[src/rtl/sgr_cf_pkg.sv]
// package: types, codes and helpers of the sgr color filter
`timescale 1ns / 1ps

package sgr_cf_pkg;

    localparam logic [7:0] BYTE_ESC      = 8'd27;
    localparam logic [7:0] BYTE_LBRACKET = 8'h5B;
    localparam logic [7:0] BYTE_SEMI     = 8'h3B;
    localparam logic [7:0] BYTE_M        = 8'h6D;
    localparam logic [7:0] BYTE_PLUS     = 8'h2B;
    localparam logic [7:0] BYTE_MINUS    = 8'h2D;
    localparam logic [7:0] BYTE_SPACE    = 8'd32;
    localparam logic [7:0] BYTE_TAB      = 8'd9;
    localparam logic [7:0] BYTE_CR       = 8'd13;
    localparam logic [7:0] BYTE_ZERO     = 8'h30;
    localparam logic [7:0] BYTE_NINE     = 8'h39;

    localparam logic [7:0] FG_LOW  = 8'd30;
    localparam logic [7:0] FG_HIGH = 8'd37;
    localparam logic [7:0] BG_LOW  = 8'd40;
    localparam logic [7:0] BG_HIGH = 8'd47;
    localparam logic [7:0] VALUE_MAX = 8'd255;

    localparam logic [2:0] DEFAULT_FG_RESET = 3'd7;
    localparam logic [2:0] DEFAULT_BG_RESET = 3'd0;

    localparam int CFG_INDEX_W = 1;
    localparam int CFG_DATA_W  = 3;
    localparam logic [CFG_INDEX_W-1:0] CFG_DEFAULT_FG = 1'b0;
    localparam logic [CFG_INDEX_W-1:0] CFG_DEFAULT_BG = 1'b1;

    localparam logic KIND_CHAR = 1'b0;
    localparam logic KIND_ATTR = 1'b1;

    typedef enum logic [1:0] {
        MODE_PLAIN = 2'd0,
        MODE_ESC   = 2'd1,
        MODE_SEQ   = 2'd2
    } t_mode;

    typedef enum logic [1:0] {
        PHASE_LEAD   = 2'd0,
        PHASE_SIGNED = 2'd1,
        PHASE_DIGITS = 2'd2,
        PHASE_DONE   = 2'd3
    } t_phase;

    typedef struct packed {
        logic       kind;
        logic [7:0] payload;
        logic       last;
    } t_result;

    typedef struct packed {
        logic [1:0] count;
        t_result    res0;
        t_result    res1;
    } t_push;

    function automatic logic [2:0] swap_rb(input logic [2:0] c);
        swap_rb = {c[0], c[1], c[2]};
    endfunction

endpackage

[src/rtl/ansi_sgr_color_filter_top.sv]
// top level of the ansi sgr color filter
//
//  channel  | handshake                      | payload
//  ---------+--------------------------------+-----------------------------------
//  text in  | i_text_valid / o_text_stall    | i_text_byte
//  results  | o_res_valid / i_res_stall      | o_kind, o_payload, o_last_of_item
//  config   | i_cfg_we                       | i_cfg_index, i_cfg_data
//
// one byte per cycle while the result buffer has room; a byte is held in the input
// register, and its results are written from there into the two-entry result buffer
// the input register holds a byte until the result buffer has room for all of
// its results, so a byte giving two results waits for two free entries
// synchronous active-low reset; no clearing pass
`timescale 1ns / 1ps

module ansi_sgr_color_filter_top (
    input  logic                                i_clk,
    input  logic                                i_rst_n,
    input  logic                                i_text_valid,
    input  logic [7:0]                          i_text_byte,
    output logic                                o_text_stall,
    output logic                                o_res_valid,
    input  logic                                i_res_stall,
    output logic                                o_kind,
    output logic [7:0]                          o_payload,
    output logic                                o_last_of_item,
    input  logic                                i_cfg_we,
    input  logic [sgr_cf_pkg::CFG_INDEX_W-1:0]  i_cfg_index,
    input  logic [sgr_cf_pkg::CFG_DATA_W-1:0]   i_cfg_data
);

    sgr_cf_pkg::t_push  push;
    logic [1:0]         free;

    sgr_cf_core u_core (
        .i_clk        (i_clk),
        .i_rst_n      (i_rst_n),
        .i_text_valid (i_text_valid),
        .i_text_byte  (i_text_byte),
        .o_text_stall (o_text_stall),
        .i_cfg_we     (i_cfg_we),
        .i_cfg_index  (i_cfg_index),
        .i_cfg_data   (i_cfg_data),
        .i_free       (free),
        .o_push       (push)
    );

    sgr_cf_outbuf u_outbuf (
        .i_clk          (i_clk),
        .i_rst_n        (i_rst_n),
        .i_push         (push),
        .o_free         (free),
        .o_res_valid    (o_res_valid),
        .i_res_stall    (i_res_stall),
        .o_kind         (o_kind),
        .o_payload      (o_payload),
        .o_last_of_item (o_last_of_item)
    );

endmodule

[src/rtl/sgr_cf_core.sv]
// input register, sgr parser state and result generation
`timescale 1ns / 1ps

module sgr_cf_core (
    input  logic                                i_clk,
    input  logic                                i_rst_n,
    input  logic                                i_text_valid,
    input  logic [7:0]                          i_text_byte,
    output logic                                o_text_stall,
    input  logic                                i_cfg_we,
    input  logic [sgr_cf_pkg::CFG_INDEX_W-1:0]  i_cfg_index,
    input  logic [sgr_cf_pkg::CFG_DATA_W-1:0]   i_cfg_data,
    input  logic [1:0]                          i_free,
    output sgr_cf_pkg::t_push                   o_push
);

    logic                 r_in_valid, n_in_valid;
    logic [7:0]           r_in_byte;
    logic [2:0]           r_default_fg, r_default_bg;
    sgr_cf_pkg::t_mode    r_mode, n_mode;
    sgr_cf_pkg::t_phase   r_phase, n_phase;
    logic                 r_neg, n_neg;
    logic [7:0]           r_value, n_value;
    logic [2:0]           r_fg, n_fg;
    logic [2:0]           r_bg, n_bg;

    logic                 accept;
    logic                 process;
    logic [7:0]           b;
    logic                 is_digit, is_space, is_sign;
    logic [11:0]          mul_sum;
    logic [7:0]           sat_value;
    logic [7:0]           fg_off, bg_off;
    logic [2:0]           fin_fg, fin_bg;
    sgr_cf_pkg::t_push    push;

    assign b = r_in_byte;
    assign is_digit = (b >= sgr_cf_pkg::BYTE_ZERO) && (b <= sgr_cf_pkg::BYTE_NINE);
    assign is_space = (b == sgr_cf_pkg::BYTE_SPACE)
                   || ((b >= sgr_cf_pkg::BYTE_TAB) && (b <= sgr_cf_pkg::BYTE_CR));
    assign is_sign  = (b == sgr_cf_pkg::BYTE_PLUS) || (b == sgr_cf_pkg::BYTE_MINUS);

    // value * 10 + digit, saturating
    assign mul_sum   = {1'b0, r_value, 3'b000} + {3'b000, r_value, 1'b0} + {8'd0, b[3:0]};
    assign sat_value = (mul_sum > {4'd0, sgr_cf_pkg::VALUE_MAX}) ? sgr_cf_pkg::VALUE_MAX
                                                                 : mul_sum[7:0];

    assign fg_off = r_value - sgr_cf_pkg::FG_LOW;
    assign bg_off = r_value - sgr_cf_pkg::BG_LOW;
    assign fin_fg = (!r_neg && r_value >= sgr_cf_pkg::FG_LOW && r_value <= sgr_cf_pkg::FG_HIGH)
                  ? sgr_cf_pkg::swap_rb(fg_off[2:0]) : r_fg;
    assign fin_bg = (!r_neg && r_value >= sgr_cf_pkg::BG_LOW && r_value <= sgr_cf_pkg::BG_HIGH)
                  ? sgr_cf_pkg::swap_rb(bg_off[2:0]) : r_bg;

    // next state
    always_comb begin
        n_mode  = r_mode;
        n_phase = r_phase;
        n_neg   = r_neg;
        n_value = r_value;
        n_fg    = r_fg;
        n_bg    = r_bg;
        unique case (r_mode)
            sgr_cf_pkg::MODE_SEQ: begin
                if (b == sgr_cf_pkg::BYTE_M || b == sgr_cf_pkg::BYTE_SEMI) begin
                    n_fg    = fin_fg;
                    n_bg    = fin_bg;
                    n_phase = sgr_cf_pkg::PHASE_LEAD;
                    n_neg   = 1'b0;
                    n_value = 8'd0;
                    if (b == sgr_cf_pkg::BYTE_M) begin
                        n_mode = sgr_cf_pkg::MODE_PLAIN;
                    end
                end else if (is_digit && r_phase != sgr_cf_pkg::PHASE_DONE) begin
                    n_value = sat_value;
                    n_phase = sgr_cf_pkg::PHASE_DIGITS;
                end else if (r_phase == sgr_cf_pkg::PHASE_LEAD && is_space) begin
                    n_phase = r_phase;
                end else if (r_phase == sgr_cf_pkg::PHASE_LEAD && is_sign) begin
                    n_neg   = (b == sgr_cf_pkg::BYTE_MINUS);
                    n_phase = sgr_cf_pkg::PHASE_SIGNED;
                end else begin
                    n_phase = sgr_cf_pkg::PHASE_DONE;
                end
            end
            sgr_cf_pkg::MODE_ESC: begin
                if (b == sgr_cf_pkg::BYTE_LBRACKET) begin
                    n_mode  = sgr_cf_pkg::MODE_SEQ;
                    n_fg    = r_default_fg;
                    n_bg    = r_default_bg;
                    n_phase = sgr_cf_pkg::PHASE_LEAD;
                    n_neg   = 1'b0;
                    n_value = 8'd0;
                end else if (b != sgr_cf_pkg::BYTE_ESC) begin
                    n_mode = sgr_cf_pkg::MODE_PLAIN;
                end
            end
            default: begin
                n_mode = (b == sgr_cf_pkg::BYTE_ESC) ? sgr_cf_pkg::MODE_ESC
                                                     : sgr_cf_pkg::MODE_PLAIN;
            end
        endcase
    end

    // results
    always_comb begin
        push.count = 2'd0;
        push.res0  = '{kind: sgr_cf_pkg::KIND_CHAR, payload: b, last: 1'b1};
        push.res1  = '{kind: sgr_cf_pkg::KIND_CHAR, payload: b, last: 1'b1};
        unique case (r_mode)
            sgr_cf_pkg::MODE_SEQ: begin
                if (b == sgr_cf_pkg::BYTE_M) begin
                    push.count = 2'd1;
                    push.res0  = '{kind: sgr_cf_pkg::KIND_ATTR,
                                   payload: {1'b0, fin_bg, 1'b0, fin_fg}, last: 1'b1};
                end
            end
            sgr_cf_pkg::MODE_ESC: begin
                if (b == sgr_cf_pkg::BYTE_ESC) begin
                    push.count = 2'd1;
                    push.res0  = '{kind: sgr_cf_pkg::KIND_CHAR,
                                   payload: sgr_cf_pkg::BYTE_ESC, last: 1'b1};
                end else if (b != sgr_cf_pkg::BYTE_LBRACKET) begin
                    push.count = 2'd2;
                    push.res0  = '{kind: sgr_cf_pkg::KIND_CHAR,
                                   payload: sgr_cf_pkg::BYTE_ESC, last: 1'b0};
                end
            end
            default: begin
                if (b != sgr_cf_pkg::BYTE_ESC) begin
                    push.count = 2'd1;
                end
            end
        endcase
    end

    assign process      = r_in_valid && (push.count <= i_free);
    assign o_text_stall = r_in_valid && !process;
    assign accept       = i_text_valid && !o_text_stall;
    assign n_in_valid   = accept || (r_in_valid && !process);

    always_comb begin
        o_push       = push;
        o_push.count = process ? push.count : 2'd0;
    end

    always_ff @(posedge i_clk) begin
        if (!i_rst_n) begin
            r_in_valid   <= 1'b0;
            r_default_fg <= sgr_cf_pkg::DEFAULT_FG_RESET;
            r_default_bg <= sgr_cf_pkg::DEFAULT_BG_RESET;
            r_mode       <= sgr_cf_pkg::MODE_PLAIN;
            r_phase      <= sgr_cf_pkg::PHASE_LEAD;
            r_neg        <= 1'b0;
            r_value      <= 8'd0;
            r_fg         <= sgr_cf_pkg::DEFAULT_FG_RESET;
            r_bg         <= sgr_cf_pkg::DEFAULT_BG_RESET;
        end else begin
            r_in_valid <= n_in_valid;
            if (i_cfg_we && i_cfg_index == sgr_cf_pkg::CFG_DEFAULT_FG) begin
                r_default_fg <= i_cfg_data;
            end
            if (i_cfg_we && i_cfg_index == sgr_cf_pkg::CFG_DEFAULT_BG) begin
                r_default_bg <= i_cfg_data;
            end
            if (process) begin
                r_mode  <= n_mode;
                r_phase <= n_phase;
                r_neg   <= n_neg;
                r_value <= n_value;
                r_fg    <= n_fg;
                r_bg    <= n_bg;
            end
        end
    end

    always_ff @(posedge i_clk) begin
        if (accept) begin
            r_in_byte <= i_text_byte;
        end
    end

endmodule

[src/rtl/sgr_cf_outbuf.sv]
// two-entry result buffer taking up to two results per cycle
`timescale 1ns / 1ps

module sgr_cf_outbuf (
    input  logic               i_clk,
    input  logic               i_rst_n,
    input  sgr_cf_pkg::t_push  i_push,
    output logic [1:0]         o_free,
    output logic               o_res_valid,
    input  logic               i_res_stall,
    output logic               o_kind,
    output logic [7:0]         o_payload,
    output logic               o_last_of_item
);

    logic [1:0]           r_count, n_count;
    sgr_cf_pkg::t_result  r_slot0, n_slot0;
    sgr_cf_pkg::t_result  r_slot1, n_slot1;
    logic                 pop;
    logic [1:0]           cnt_after_pop;

    assign pop           = o_res_valid && !i_res_stall;
    assign o_free        = 2'd2 - r_count + {1'b0, pop};
    assign cnt_after_pop = r_count - {1'b0, pop};

    always_comb begin
        n_slot0 = pop ? r_slot1 : r_slot0;
        n_slot1 = r_slot1;
        if (i_push.count != 2'd0) begin
            if (cnt_after_pop == 2'd0) begin
                n_slot0 = i_push.res0;
            end else begin
                n_slot1 = i_push.res0;
            end
        end
        if (i_push.count == 2'd2) begin
            n_slot1 = i_push.res1;
        end
        n_count = cnt_after_pop + i_push.count;
    end

    always_ff @(posedge i_clk) begin
        if (!i_rst_n) begin
            r_count <= 2'd0;
        end else begin
            r_count <= n_count;
        end
    end

    always_ff @(posedge i_clk) begin
        r_slot0 <= n_slot0;
        r_slot1 <= n_slot1;
    end

    assign o_res_valid    = (r_count != 2'd0);
    assign o_kind         = r_slot0.kind;
    assign o_payload      = r_slot0.payload;
    assign o_last_of_item = r_slot0.last;

endmodule

[config.mk]
export PLATFORM = sky130hd
export DESIGN_NAME = ansi_sgr_color_filter_top
export DESIGN_NICKNAME = d
export VERILOG_FILES = /design/src/rtl/sgr_cf_pkg.sv /design/src/rtl/ansi_sgr_color_filter_top.sv /design/src/rtl/sgr_cf_core.sv /design/src/rtl/sgr_cf_outbuf.sv
export SDC_FILE = /design/constraint.sdc
export NUM_CORES = 1
export LEC_CHECK = 0
export BUFFER_PORTS_ARGS = -buffer_cell sky130_fd_sc_hd__buf_2
export CORE_ASPECT_RATIO = 0.9
export CORE_MARGIN = 2
export CORE_UTILIZATION = 32
export DETAILED_ROUTE_END_ITERATION = 16
export MAX_ROUTING_LAYER = met4
export PLACE_DENSITY = 0.55
export SLEW_MARGIN = 20
export SYNTH_ARGS = -nofsm -noshare
export SYNTH_HDL_FRONTEND = slang
export SYNTH_HIERARCHICAL = 1
export SYNTH_SLANG_ARGS = --single-unit
[constraint.sdc]
create_clock -name i_clk -period 4.1 [get_ports i_clk]
set_input_delay 0.205 -clock i_clk [delete_from_list [all_inputs] [get_ports i_clk]]
set_output_delay 0.205 -clock i_clk [all_outputs]
set_load 0.05 [all_outputs]
==> flow_summary.yaml <==
worst_setup_path:
  startpoint_type: "flip-flop"
  setup.worst_path.class: "flip-flop to flip-flop"
  cp-end-kind: "flip-flop"
  crit_slowest_cell: "edfxtp_1"
  path_buf_inv: 1
  cp.required_ps: 4140
  worstPathArrival_ps: 3680
  path_max_fanout: 11
  cp_top_family: "simple AND/OR/NAND/NOR gates"
  crit_chain: "and4b_2, and3b_2, a32o_1, o21ai_0, ha_1, and3_1, a31oi_1, nor2_1, nor2b_1, buf_4, mux2_2"
  slowest_delay_ps: 570
routing:
  wl_per_cell_um: 14.8
  vias_per_cell: 5.28
  routed_wl_um: 7940
  detail_route.iter0.violations: 160
  ant_nets: 0
  drc: 0
  vias: 2840
  dr.pass1.iters: 4
global_route:
  grt_use_met1: 0.204
  gr-max-usage-layer: "met2"
  grt_pass1_vias: 2784
  grt_pass1_wl_um: 13700
  grt_util_met3: 0.0245
  grt_overflow_total: 0
  antenna_found_initial: 0
  grt_max_degree: 24
  grt_use_met2: 0.215
  gr-usage-all-layers: 0.144
clock_network:
  cts_tree: "built"
  cts_hold_buf: 0
  clock_latency_ps: 290
  numCtsBuffers: 5
  postCtsResizedCells: 0
  clock_sinks: 56
  clkSlewWorstSetupHoldPaths_ps: 70
  ctsRootBufferMaster: "clkbuf_16"
  cts_setup_buffers: 0
  cts_buffer_depth: 2
  htreeDepth: 2
sta:
  rsz0062_at_grt: "false"
  worst_slew_margin_rel: 0.558
  timing.hold.ws_ps: 85.0
  setup_viol: 0
  period_share: 0.889
  tns_ps: 0
  hold_viol_final: 0
  skew_ps: 4.87
  finalMaxSlewViolations: 0
  min_period_ps: 3640
  max_freq_mhz: 274
  worstMarginPinSlew_ps: 662
final_layout:
  area_delta_synth_final_pct: 10.3
  antennaDiodeCount: 0
  mostFrequentLayoutCell: "nand2_1"
  nets: 446
  layout-drive-gt1-share: 0.175
  layout.cells.most_common_list: "43 x nand2_1, 38 x dfxtp_1, 28 x buf_2, 23 x ha_1, 22 x inv_1"
synthesis:
  async_flop_share: 0
  synth-seq-cells: 56
  synth-edff-count: 18
  yosysWarnings: 6
  synth.mux.area_fraction: 0.0815
  synth_top_family_by_area: "simple AND/OR/NAND/NOR gates"
  ys.flop_type: "dfxtp_1"
  yosys.area_share.simple: 0.211
  synth-seq-area-share: 0.367
  synth_area_um2: 3550
  synth.distinct_cells: 65
  synthAdderAreaFrac: 0.0924
  synthCells: 382
  syn-num-nets: 424
  avgSynthCellArea_um2: 9.29
  synth-xor-area-share: 0.0198
  synth_compound_area_frac: 0.169
pwr:
  leakage_nw: 1.60
  pwr_density_cell_nw_per_um2: 453
  max-vdd-ir-drop_uv: 234
floorplan:
  die-width_um: 115
  die_height_um: 104
  ios: 29
  core_um2: 10800
  die_area_um2: 11900
  rows: 36
  start_util: 0.328
run:
  cap_violations: 0
placed_design:
  portBuffers: 28
  dp_hpwl_um: 6170
  gp_congestion: 0.882
status:
  status: "finished clean"
min_path:
  hold_path_class: "primary input to flip-flop"
-- flip-flops by register name, indices dropped and copies added (netlist names) --
signal / cells
u_outbuf/r_slot1: 10
u_core/b: 8
u_core/r_value: 8
u_outbuf/o_payload: 8
u_core/r_bg: 3
u_core/r_default_bg: 3
u_core/r_default_fg: 3
u_core/r_fg: 3
u_core/r_mode: 2
u_core/r_phase: 2
u_outbuf/r_count: 2
u_core/r_in_valid: 1
u_core/r_neg: 1
u_outbuf/o_kind: 1
u_outbuf/o_last_of_item: 1
-- metrics by stage --
step / cells / power [mW] / worst slack, ps / instance area (µm²) / utilization
3_5_place_dp: 530 / 1.37 / 508 / 3770 / 0.349
4_1_cts: 538 / 1.78 / 474 / 3910 / 0.362
3_3_place_gp: 530 / 1.37 / 573 / 3770 / 0.349
6_report: 538 / 1.77 / 456 / 3910 / 0.362
5_1_grt: 538 / 1.88 / 252 / 3910 / 0.362
2_1_floorplan: 382 / 1.24 / 859 / 3550 / -
-- final timing paths --
| path | start | end | slack, ps | cells past startpoint |
|---|---|---|---|---|
| setup / recovery | u_core/b[1]$_DFFE_PP_ | u_outbuf/r_slot1[1]$_DFFE_PP_ | 460 | 11 |
| hold / removal | i_text_byte[0] | u_core/b[0]$_DFFE_PP_ | 80 | 1 |
| setup reg to reg | u_core/b[1]$_DFFE_PP_ | u_outbuf/r_slot1[1]$_DFFE_PP_ | 460 | 11 |
| hold reg to reg | u_outbuf/o_payload[1]$_DFF_P_ | u_outbuf/o_payload[1]$_DFF_P_ | 480 | 2 |
-- layer usage --
| layer | wire length, µm | vias to the layer above |
|---|---|---|
| li1 | - | 1423 |
| met1 | 4000 | 1346 |
| met2 | 3480 | 65 |
| met3 | 369 | 6 |
| met4 | 80 | 0 |
| met5 | 0 | - |
-- worst reg2reg max path, stage by stage (launching register included) --
cell and delay (ps):
edfxtp_1 570, and4b_2 350, and3b_2 250, a32o_1 250
o21ai_0 290, ha_1 310, and3_1 190, a31oi_1 330
nor2_1 150, nor2b_1 140, buf_4 200, mux2_2 350
-- layout make-up --
class                      instances  area, µm²
fill                            1123       6900
multi-input combinational        286       2040
sequential                        56       1300
timing repair buffer              33        178
tap                              133        166
clock buffer                       5        125
inverter                          22       82.6
clock inverter                     3       18.8
-- power by group --
| group | internal (mW) | total [mW] | leakage [nW] | switching [mW] |
|---|---|---|---|---|
| Combinational | 0.185 | 0.614 | 1.05 | 0.429 |
| Clock | 0.225 | 0.416 | 0.0697 | 0.191 |
| Sequential | 0.680 | 0.742 | 0.479 | 0.0622 |
-- cell families (layout without fill, tap and decap cells) --
group | count (synthesis) | after routing
fa+ha+maj | 25 | 25
compound gates | 86 | 86
simple gates | 138 | 138
other cells | 2 | 2
flops | 56 | 56
xor+xnor | 8 | 8
mux | 27 | 27
buf+inv | 40 | 63
-- Yosys cell counts (5+ instances only) --
| library cell | instances | share of area |
|---|---|---|
| nand2_1 | 43 | 0.046 |
| dfxtp_1 | 38 | 0.21 |
| ha_1 | 23 | 0.081 |
| inv_1 | 22 | 0.023 |
| o21ai_0 | 20 | 0.028 |
| edfxtp_1 | 18 | 0.15 |
| nor2_1 | 17 | 0.018 |
| nor2b_1 | 17 | 0.030 |
| nor3_1 | 15 | 0.021 |
| a21oi_1 | 14 | 0.020 |
| mux2_2 | 13 | 0.041 |
| a31oi_1 | 12 | 0.021 |
| mux2i_1 | 12 | 0.034 |
| a221o_1 | 8 | 0.023 |
| nand3_1 | 8 | 0.011 |
| buf_4 | 5 | 0.011 |
| clkbuf_1 | 5 | 0.0053 |
| xnor2_1 | 5 | 0.012 |
(Power assumes the default switching activity.)
